===== config.mk =====
export PLATFORM = sky130hd
export DESIGN_NAME = fys_ctrl
export DESIGN_NICKNAME = d
export VERILOG_FILES = /design/src/hw/rtl/fys_pkg.sv /design/src/hw/rtl/fys_ctrl.sv
export SDC_FILE = /design/constraint.sdc
export NUM_CORES = 1
export LEC_CHECK = 0
export ABC_AREA = 1
export BUFFER_PORTS_ARGS = -buffer_cell sky130_fd_sc_hd__buf_2
export CAP_MARGIN = 20
export CELL_PAD_IN_SITES_DETAIL_PLACEMENT = 1
export CELL_PAD_IN_SITES_GLOBAL_PLACEMENT = 2
export CORE_MARGIN = 1.5
export CORE_UTILIZATION = 18
export DETAILED_ROUTE_END_ITERATION = 16
export PLACE_DENSITY_LB_ADDON = 0.1
export SLEW_MARGIN = 25
export SYNTH_ARGS = -nofsm -noshare
export SYNTH_HDL_FRONTEND = slang
export SYNTH_SLANG_ARGS = --single-unit

===== constraint.sdc =====
create_clock -name clk -period 1.3 [get_ports clk]
set_input_delay 0 -clock clk [delete_from_list [all_inputs] [get_ports clk]]
set_output_delay 0 -clock clk [all_outputs]
set_load 0.005 [all_outputs]

===== src/hw/rtl/fys_pkg.sv =====
`timescale 1ns / 1ps

package fys_pkg;

  localparam int DEPTH      = 64;
  localparam int ITEM_WIDTH = 32;
  localparam int VALUE_W    = 32;
  localparam int SEED_W     = 32;
  localparam int IDX_W      = $clog2(DEPTH);
  localparam int CNT_W      = $clog2(DEPTH + 1);
  localparam int RNG_W      = 48;
  localparam int HALF_W     = RNG_W / 2;
  localparam int MULT_W     = 35;

  localparam logic [MULT_W-1:0] LCG_MULT = 35'h5_DEEC_E66D;
  localparam logic [RNG_W-1:0]  LCG_ADD  = 48'h0000_0000_000B;
  localparam logic [15:0]       SEED_LOW = 16'h330E;

  // controller -> datapath
  typedef struct packed {
    logic store;       // write incoming item at fill slot
    logic i_load;      // i <= fill count, k <= 0
    logic lcg_a;       // low partial product of generator step
    logic lcg_b;       // finish generator step
    logic scale;       // j <= (x * i) >> 48
    logic swap_rd;     // read entries j and i-1
    logic wr_j;        // entry j <= old entry i-1
    logic wr_hi;       // entry i-1 <= old entry j, i decrements
    logic emit_rd;     // load output register with entry k
    logic list_clear;  // list done: clear fill count and overflow
  } fys_cmd_t;

  // datapath -> controller
  typedef struct packed {
    logic cnt_lt2;     // list shorter than two
    logic i_le2;       // this swap is the final one
    logic emit_last;   // entry k is the final one of the list
  } fys_sts_t;

endpackage


===== src/hw/rtl/fys_ctrl.sv =====
`timescale 1ns / 1ps

module fys_ctrl import fys_pkg::*; (
  input  logic     clk,
  input  logic     rst,
  input  logic     in_valid,
  input  logic     in_last,
  output logic     in_ready,
  input  logic     out_ready,
  output logic     out_valid,
  output fys_cmd_t cmd,
  input  fys_sts_t sts
);

  typedef enum logic [3:0] {
    ST_LOAD,
    ST_START,
    ST_LCG_A,
    ST_LCG_B,
    ST_SCALE,
    ST_READ,
    ST_WR_J,
    ST_WR_HI,
    ST_EMIT
  } state_t;

  state_t state;
  logic   accept;
  logic   out_free;

  assign in_ready = (state == ST_LOAD);
  assign accept   = in_valid && in_ready;
  assign out_free = !out_valid || out_ready;

  always_comb begin
    cmd = '0;
    unique case (state)
      ST_LOAD:  cmd.store   = accept;
      ST_START: cmd.i_load  = 1'b1;
      ST_LCG_A: cmd.lcg_a   = 1'b1;
      ST_LCG_B: cmd.lcg_b   = 1'b1;
      ST_SCALE: cmd.scale   = 1'b1;
      ST_READ:  cmd.swap_rd = 1'b1;
      ST_WR_J:  cmd.wr_j    = 1'b1;
      ST_WR_HI: cmd.wr_hi   = 1'b1;
      ST_EMIT: begin
        cmd.emit_rd    = out_free;
        cmd.list_clear = out_free && sts.emit_last;
      end
      default:  cmd = '0;
    endcase
  end

  always_ff @(posedge clk) begin
    if (rst) begin
      state     <= ST_LOAD;
      out_valid <= 1'b0;
    end else begin
      if (cmd.emit_rd) begin
        out_valid <= 1'b1;
      end else if (out_ready) begin
        out_valid <= 1'b0;
      end
      unique case (state)
        ST_LOAD: begin
          if (accept && in_last) state <= ST_START;
        end
        // hold off until the previous list's final item has left the output register
        ST_START: begin
          if (!out_valid) state <= sts.cnt_lt2 ? ST_EMIT : ST_LCG_A;
        end
        ST_LCG_A: state <= ST_LCG_B;
        ST_LCG_B: state <= ST_SCALE;
        ST_SCALE: state <= ST_READ;
        ST_READ:  state <= ST_WR_J;
        ST_WR_J:  state <= ST_WR_HI;
        ST_WR_HI: state <= sts.i_le2 ? ST_EMIT : ST_LCG_A;
        ST_EMIT: begin
          if (out_free && sts.emit_last) state <= ST_LOAD;
        end
        default: state <= ST_LOAD;
      endcase
    end
  end

endmodule


# After elaboration in Yosys (flattened, before gate mapping)
# Index checks and enable logic that the tools add are counted.
[classes]
addsub = 0
mul = 0
n_div = 0
magnitude_cmp = 0
n_eq_ne = 11
n_shift = 0
muxes = 17
bitwise_logic = 0
n_reduce_logical = 8
[op_table]
columns = ["cell", "n"]
rows = [
  ["$pmux 4 s9", 1],
  ["$mux 4", 5],
  ["$eq 4x3->1 const B", 4],
  ["$mux 1", 10],
  ["$eq 4x2->1 const B", 2],
  ["$eq 4x1->1 const B", 1],
  ["$eq 4x4->1 const B", 1],
  ["$logic_not 4->1", 1],
  ["$ne 2x2->1 const B", 2],
  ["$logic_and 1x1->1", 3],
  ["$reduce_and 3->1", 1],
  ["$mux 2", 1],
  ["$ne 2x1->1 const B", 1],
  ["$reduce_bool 2->1", 1],
  ["$logic_not 1->1", 1],
  ["$logic_or 1x1->1", 1],
]
[totals]
register_bits = 5
latch_bits = 0
mem_bits_rw = 0
rom_bits = 0
inputBits = 8
out_inout_bits = 12
elab_cells = 38
n_memories = 0

# Depth between registers and ports, before layout
# Gate-level depths: netlist of run 1.
[logic_depth]
word_depth = 5
depth_mapped = 7
ltp_nobuf = 7

# Worst setup path before layout of run 1
# Ideal clock, no wire load.
[synth_path]
path_kind = "register to register"
start = "register state[1]"
end = "register state[0]"
setup_ns = 0.116
arrival_ns = 0.912
required_ns = 1.184
slack_ns = 0.271
stages_incl_launch_ff = 7
path_buffers = 0
period_less_slack_ns = 1.029
cell_sequence = "dfxtp_1 nor2_2 nand2_1 nor2_1 nor2_1 o211ai_1 inv_1"
[synth_via]
elab_chain_cells = 5
word_cells_on_any_way = 16
cone_classes = "eq/ne: 11; mux: 1; reduce/logical: 4"
[synth_rtl]
columns = ["item", "line_no", "rtl"]
rows = [
  ["start, declared", "fys_ctrl.sv:27", "state_t state;"],
  ["start signal, assigned", "fys_ctrl.sv:70", "if (!out_valid) state <= sts.cnt_lt2 ? ST_EMIT : ST_LCG_A;"],
  ["start signal, assigned", "fys_ctrl.sv:77", "ST_WR_HI: state <= sts.i_le2 ? ST_EMIT : ST_LCG_A;"],
  ["$logic_not 4->1", "fys_ctrl.sv:31, fys_ctrl.sv:64", ""],
  ["$logic_and 1x1->1", "fys_ctrl.sv:32", "assign accept = in_valid && in_ready;"],
  ["$logic_and 1x1->1", "fys_ctrl.sv:66", "if (accept && in_last) state <= ST_START;"],
  ["$ne 2x1->1 (no line)", "-", ""],
  ["$reduce_and 3->1 (no line)", "-", ""],
]
# Parallel ways exist; a longest one is shown, timed or not.
# A chain may end at the register's enable or synchronous reset.

==> flow_summary.toml, run 1 <==
[cells_and_area]
antenna_cells = 0
layout.cells.non_filler = 122
nNetsFinal = 104
drive_gt1_share_pct = 33.7
final_core_util_pct = 28.8
final_common_cell = "buf_2"
syn2layout_area_growth_pct = 51.7
final_cell_mix = "19 x buf_2, 17 x nor2_1, 16 x inv_1"

[detailed_routing]
wl_um = 1040
drt-pass1-iter-count = 4
vias_per_cell = 3.89
via_count = 475
drc = 0
drt_iter0_markers = 4
postRouteAntennaNets = 0
wl_per_cell_um = 8.50

[sta]
fin_hold_ws_ns = 0.164
hold_violations = 0
post-route-period-util_pct = 92.8
fin_tns_setup_ns = 0
fin_ws_ns = 0.0942
rsz0062_at_grt = "true"
relSlewSlack_pct = 85.4
fin_crit_ns = 1.21
skew_ns = 0.00103
worst_pin_slew_ns = 0.217
setup_viol_count_final = 0
maxSlewViolCount = 0
timing.fmax_mhz = 829

[synthesis]
synth_nets = 76
syn_avg_cell_area_um2 = 5.48
ys_warn_count = 0
syn_inst = 68
synth_top_area_share_pct = 26.8
yosysTopAreaCell = "dfxtp_1"
yosys_register_bits = 5
synth_area_leaders = "dfxtp_1 27%, nor2_1 18%, inv_1 16%"
synth_cell_types = 13
seq_area_frac_synth_pct = 26.8
netlist_area_um2 = 373

[setup_path]
worst-path-max-fanout = 5
required_ns = 1.30
timing.critical_path.from = "state[2]"
crit_type = "reg2out"
cp.arrival_ns = 1.21
crit_path_end_kind = "primary output"
critPathLaunchType = "flip-flop"
r2r-start = "state[1]"

[global_route]
top_usage_layer = "met2"
grt_pass1_vias = 433
grtUsageMet2_pct = 16.4
use_met1_pct = 11.5
antenna_found_initial = 0
grt_usage_pct = 9.74
grt_max_degree = 7
grt_overflow_total = 0
grt_pass1_wl_um = 1760
met3_usage_pct = 3.70

[placed_design]
gp_congestion = 0.649
dp.cells = 117
portBuffers = 19
dpl_worst_slack_ns = 0.0954
dp_hpwl_um = 899

[status]
status = "completed"

[power]
power_switching_uw = 121
ir_drop_mv = 0.536
p_per_area_nw_per_um2 = 786
p_seq_share_pct = 38.0
switching_share_pct = 27.2
combPwrFrac_pct = 23.0
p_leak_uw = 0.000356
p_int_uw = 323
pwr-share-clk_pct = 39.0

[floorplanning]
io_pins = 20
start_util_pct = 19.0
dieHeight_um = 48.5
die_x_um = 48.5
die-area_um2 = 2350
num_rows = 16
core_area_um2 = 1960

[clock_network]
ctsHtreeMaxLevel = 1
clock-sinks = 5
cts.path.max_buffers = 2
root_buffer = "clkbuf_4"
clk_pin_slew_worst_paths_ns = 0.04
worstSkewPairLatency_ns = 0.24
cts_buffers = 3
cts_tree = "built"

[worst_hold_path]
hold_start = "sts[2]"
hold_class = "in2reg"

[flow_run]
drv_cap = 0
-- power groups by stage --
stage / combinational, µW / sequential (µW) / clock [µW]
global route: 120 / 170 / 194
floorplan: 57.9 / 169 / 0
finish: 102 / 169 / 173
CTS: 105 / 168 / 185
detailed placement: 102 / 171 / 0
global placement: 103 / 171 / 0
-- synthesized netlist by cell type --
cell type,count
o21ai_0,1
o211ai_1,1
nand2_1,10
nor3_1,3
o21a_1,1
nor2_1,18
inv_2,1
a21oi_1,1
nor2_2,3
dfxtp_1,5
nand3_1,6
inv_1,16
nand3b_1,2
-- cells by family after synthesis --
| logic type | after synthesis | share of synthesized area [%] |
|---|---|---|
| buffers and inverters | 17 | 17.1 |
| AOI/OAI and AO/OA | 4 | 6.71 |
| DFF | 5 | 26.8 |
| and+or+nand+nor | 42 | 49.3 |
-- worst paths after layout --
kind	endpoint	slack (ns)	cells after the start
setup / recovery	cmd[4]	0.09	5
setup reg to reg	state[1]	0.14	6
hold / removal	state[3]	0.16	5
hold reg to reg	state[0]	0.60	3
-- what timing repair did --
item,CTS,global route
pin swaps,0,0
endpoints found under the hold margin,3,0
setup endpoints to repair,1,7
resized for setup,1,2
setup buffers,0,0
cloned,0,0
hold buffers,1,0
-- final cells by class --
class,instances,area (µm²)
well taps,27,33.8
clock buffers,4,26.3
repair buffers,23,128
fillers,286,1400
inverters,17,63.8
multi-input cells,46,211
flip-flops and latches,5,103
-- metrics by stage --
stage                     cell area, µm²  total power (µW)
after floorplan                      373               227
after global placement               524               274
after detailed placement             524               273
after CTS                            563               457
after global routing                 566               483
final                                566               444
-- worst max-delay path: stages (launching register included) --
cell and delay (ns):
dfxtp_1 0.37, inv_1 0.07, nor2_2 0.14, inv_1 0.12
nor3_1 0.13, buf_2 0.14
-- per-layer routing --
| metal | up-vias | routed length [µm] |
|---|---|---|
| li1 | 259 | - |
| met1 | 204 | 513 |
| met2 | 12 | 486 |
| met3 | 0 | 38 |
| met4 | 0 | 0 |
| met5 | - | 0 |
-- state kept, by name (all words and copies together), names as in the netlist --
| name | flops |
|---|---|
| state | 4 |
| out_valid | 1 |
(Power assumes the default switching activity.)
==> run 2: changes to the inputs <==
ABC_AREA = unset   (was 1)
CORE_UTILIZATION = 22   (was 18)
REMOVE_ABC_BUFFERS = 1   (was unset)
==> run 2 against run 1 <==
Net effect:
- the run now ends with negative setup slack left
- final area rose by 35%
- non-clock buffer count rose by 15
- clock-buffer cell count did not move
- critical path type is now reg2reg
- setup slack got worse by 0.46 ns
==> flow_summary.toml, run 2 <==
[status]
status = "complete, but fails checks"
violations = "negative setup slack"

[clock_network]
cts.path.max_buffers = 2
clock-sinks = 5
worstSkewPairLatency_ns = 0.24
ctsHtreeMaxLevel = 1
cts_buffers = 3
root_buffer = "clkbuf_4"
holdBufCountCts = 0
cts_tree = "built"
clk_pin_slew_worst_paths_ns = 0.04

[setup_path]
critPathLaunchType = "flip-flop"
crit_type = "reg2reg"
required_ns = 1.44
worst-path-max-fanout = 2
crit_path_end_kind = "flip-flop"
cp.arrival_ns = 1.81

[detailed_routing]
drc = 0
wl_per_cell_um = 14.1
postRouteAntennaNets = 0
drt-pass1-iter-count = 4
drt_iter0_markers = 3
wl_um = 1580
vias_per_cell = 4.40
via_count = 493

[global_route]
grt_usage_pct = 14.4
grt_max_degree = 8
grt_pass1_vias = 449
grt_overflow_total = 0
grt_pass1_wl_um = 2070
antenna_found_initial = 0

[cells_and_area]
antenna_cells = 0
fillers = 223
final_cell_mix = "18 x buf_2, 11 x buf_4, 9 x buf_6"
nNetsFinal = 96
top_regs = "state x4, out_valid x1"
regArea_um2 = 110
multiInputGateArea_um2 = 317
top_register = "state"
syn2layout_area_growth_pct = 89.1
final_common_cell = "buf_2"
drive_gt1_share_pct = 72.4
largest_reg_flops = 4

[placed_design]
portBuffers = 19
gp_congestion = 0.704
dp_hpwl_um = 963

[power]
ir_drop_mv = 0.436
p_seq_share_pct = 20.2
power_switching_uw = 364
p_int_uw = 680
p_leak_uw = 0.000365
combPwrFrac_pct = 62.6
pwr-share-clk_pct = 17.2
p_per_area_nw_per_um2 = 1370
p_total_uw = 1040
switching_share_pct = 34.8

[sta]
timing.fmax_mhz = 599
relSlewSlack_pct = 84.9
rsz0062_at_grt = "true"
setup_viol_count_final = 8
fin_tns_setup_ns = -1.49
hold_violations = 0
worst_pin_slew_ns = 0.224
skew_ns = 0.00194
fin_ws_ns = -0.370
post-route-period-util_pct = 128
maxSlewViolCount = 0
fin_crit_ns = 1.67

[synthesis]
synth_area_leaders = "dfxtp_1 25%, nor3_1 7.5%, nand2b_1 6.2%"
yosys_register_bits = 5
seq_area_frac_synth_pct = 24.8
ys_warn_count = 0
yosys-top-cells-count = "6 x nor3_1, 5 x dfxtp_1, 5 x nor2_1, 4 x nand2b_1, 3 x nand2_1"
synth-async-reset-ratio_pct = 0
synth_edf_count = 0
yosysTopAreaCell = "dfxtp_1"
synth_top_area_share_pct = 24.8
syn_avg_cell_area_um2 = 8.22
synth_ff_type = "dfxtp_1"
netlist_area_um2 = 403
synth_cell_types = 26
yosysMostFrequentCell = "nor3_1"
syn_inst = 49

[worst_hold_path]
hold_class = "in2reg"

[floorplanning]
dieHeight_um = 45.8
io_pins = 20
die-area_um2 = 2100
start_util_pct = 23.3
num_rows = 15
core_area_um2 = 1730
die_x_um = 45.8

[flow_run]
drv_cap = 0
-- run 2: worst paths after layout --
kind / startpoint / to / slack, ns / cells after the start
hold reg to reg: out_valid / out_valid / 0.63 / 2
hold / removal: rst / state[2] / 0.06 / 2
setup reg to reg: state[1] / state[3] / -0.37 / 6
setup / recovery: state[1] / state[3] / -0.37 / 6
-- run 2: layout make-up --
cell class | instances | area share, %
timing repair buffer | 38 | 36.0
inverter | 1 | 0.493
tap | 25 | 4.11
multi-input combinational | 39 | 41.5
sequential | 5 | 14.4
clock buffer | 4 | 3.45
-- run 2: logic make-up (layout without fill, tap and decap cells) --
logic type	Yosys count	after routing	share of synthesized area (%)
compound gates	9	9	17.7
xor+xnor	1	1	2.17
buf+inv	5	43	10.2
flops	5	5	24.8
mux	1	1	3.73
simple gates	28	28	41.3
-- run 2: power by group through the flow --
stage	combinational, µW	sequential, µW	clock, µW
after floorplan	195	229	0
after global placement	446	211	0
after detailed placement	444	213	0
after CTS	501	212	189
after global routing	708	214	207
final	654	211	179
-- run 2: per-layer routing --
metal	global-route usage [%]	wire length [µm]
met1	17.4	621
met2	22.8	892
met3	4.76	45
met4	6.86	19
met5	0	0
-- run 2: worst max-delay path: stages, from the launching register on --
cell	delay, ns
dfxtp_2	0.31
or4b_4	0.54
buf_6	0.13
buf_4	0.12
buf_6	0.11
a211o_1	0.29
o41ai_2	0.06
-- run 2: per-stage QoR --
stage / util, % / worst slack (ns) / instances / instance area [µm²] / hold slack (ns)
finish: 44.1 / -0.370 / 112 / 762 / 0.0567
global route: 44.1 / -0.399 / 112 / 762 / 0.0436
CTS: 39.0 / -0.336 / 109 / 673 / 0.0226
detailed placement: 33.7 / -0.251 / 101 / 582 / 0.281
global placement: 33.7 / -0.225 / 101 / 582 / 0.277
floorplan: - / -0.283 / 45 / 365 / 0.0691
-- run 2: what timing repair did --
action / CTS / global route
resized for setup: 10 / 18
pin swaps: 4 / 7
endpoints found under the hold margin: 0 / 0
setup buffers: 4 / 4
endpoints found under the setup margin: 6 / 14
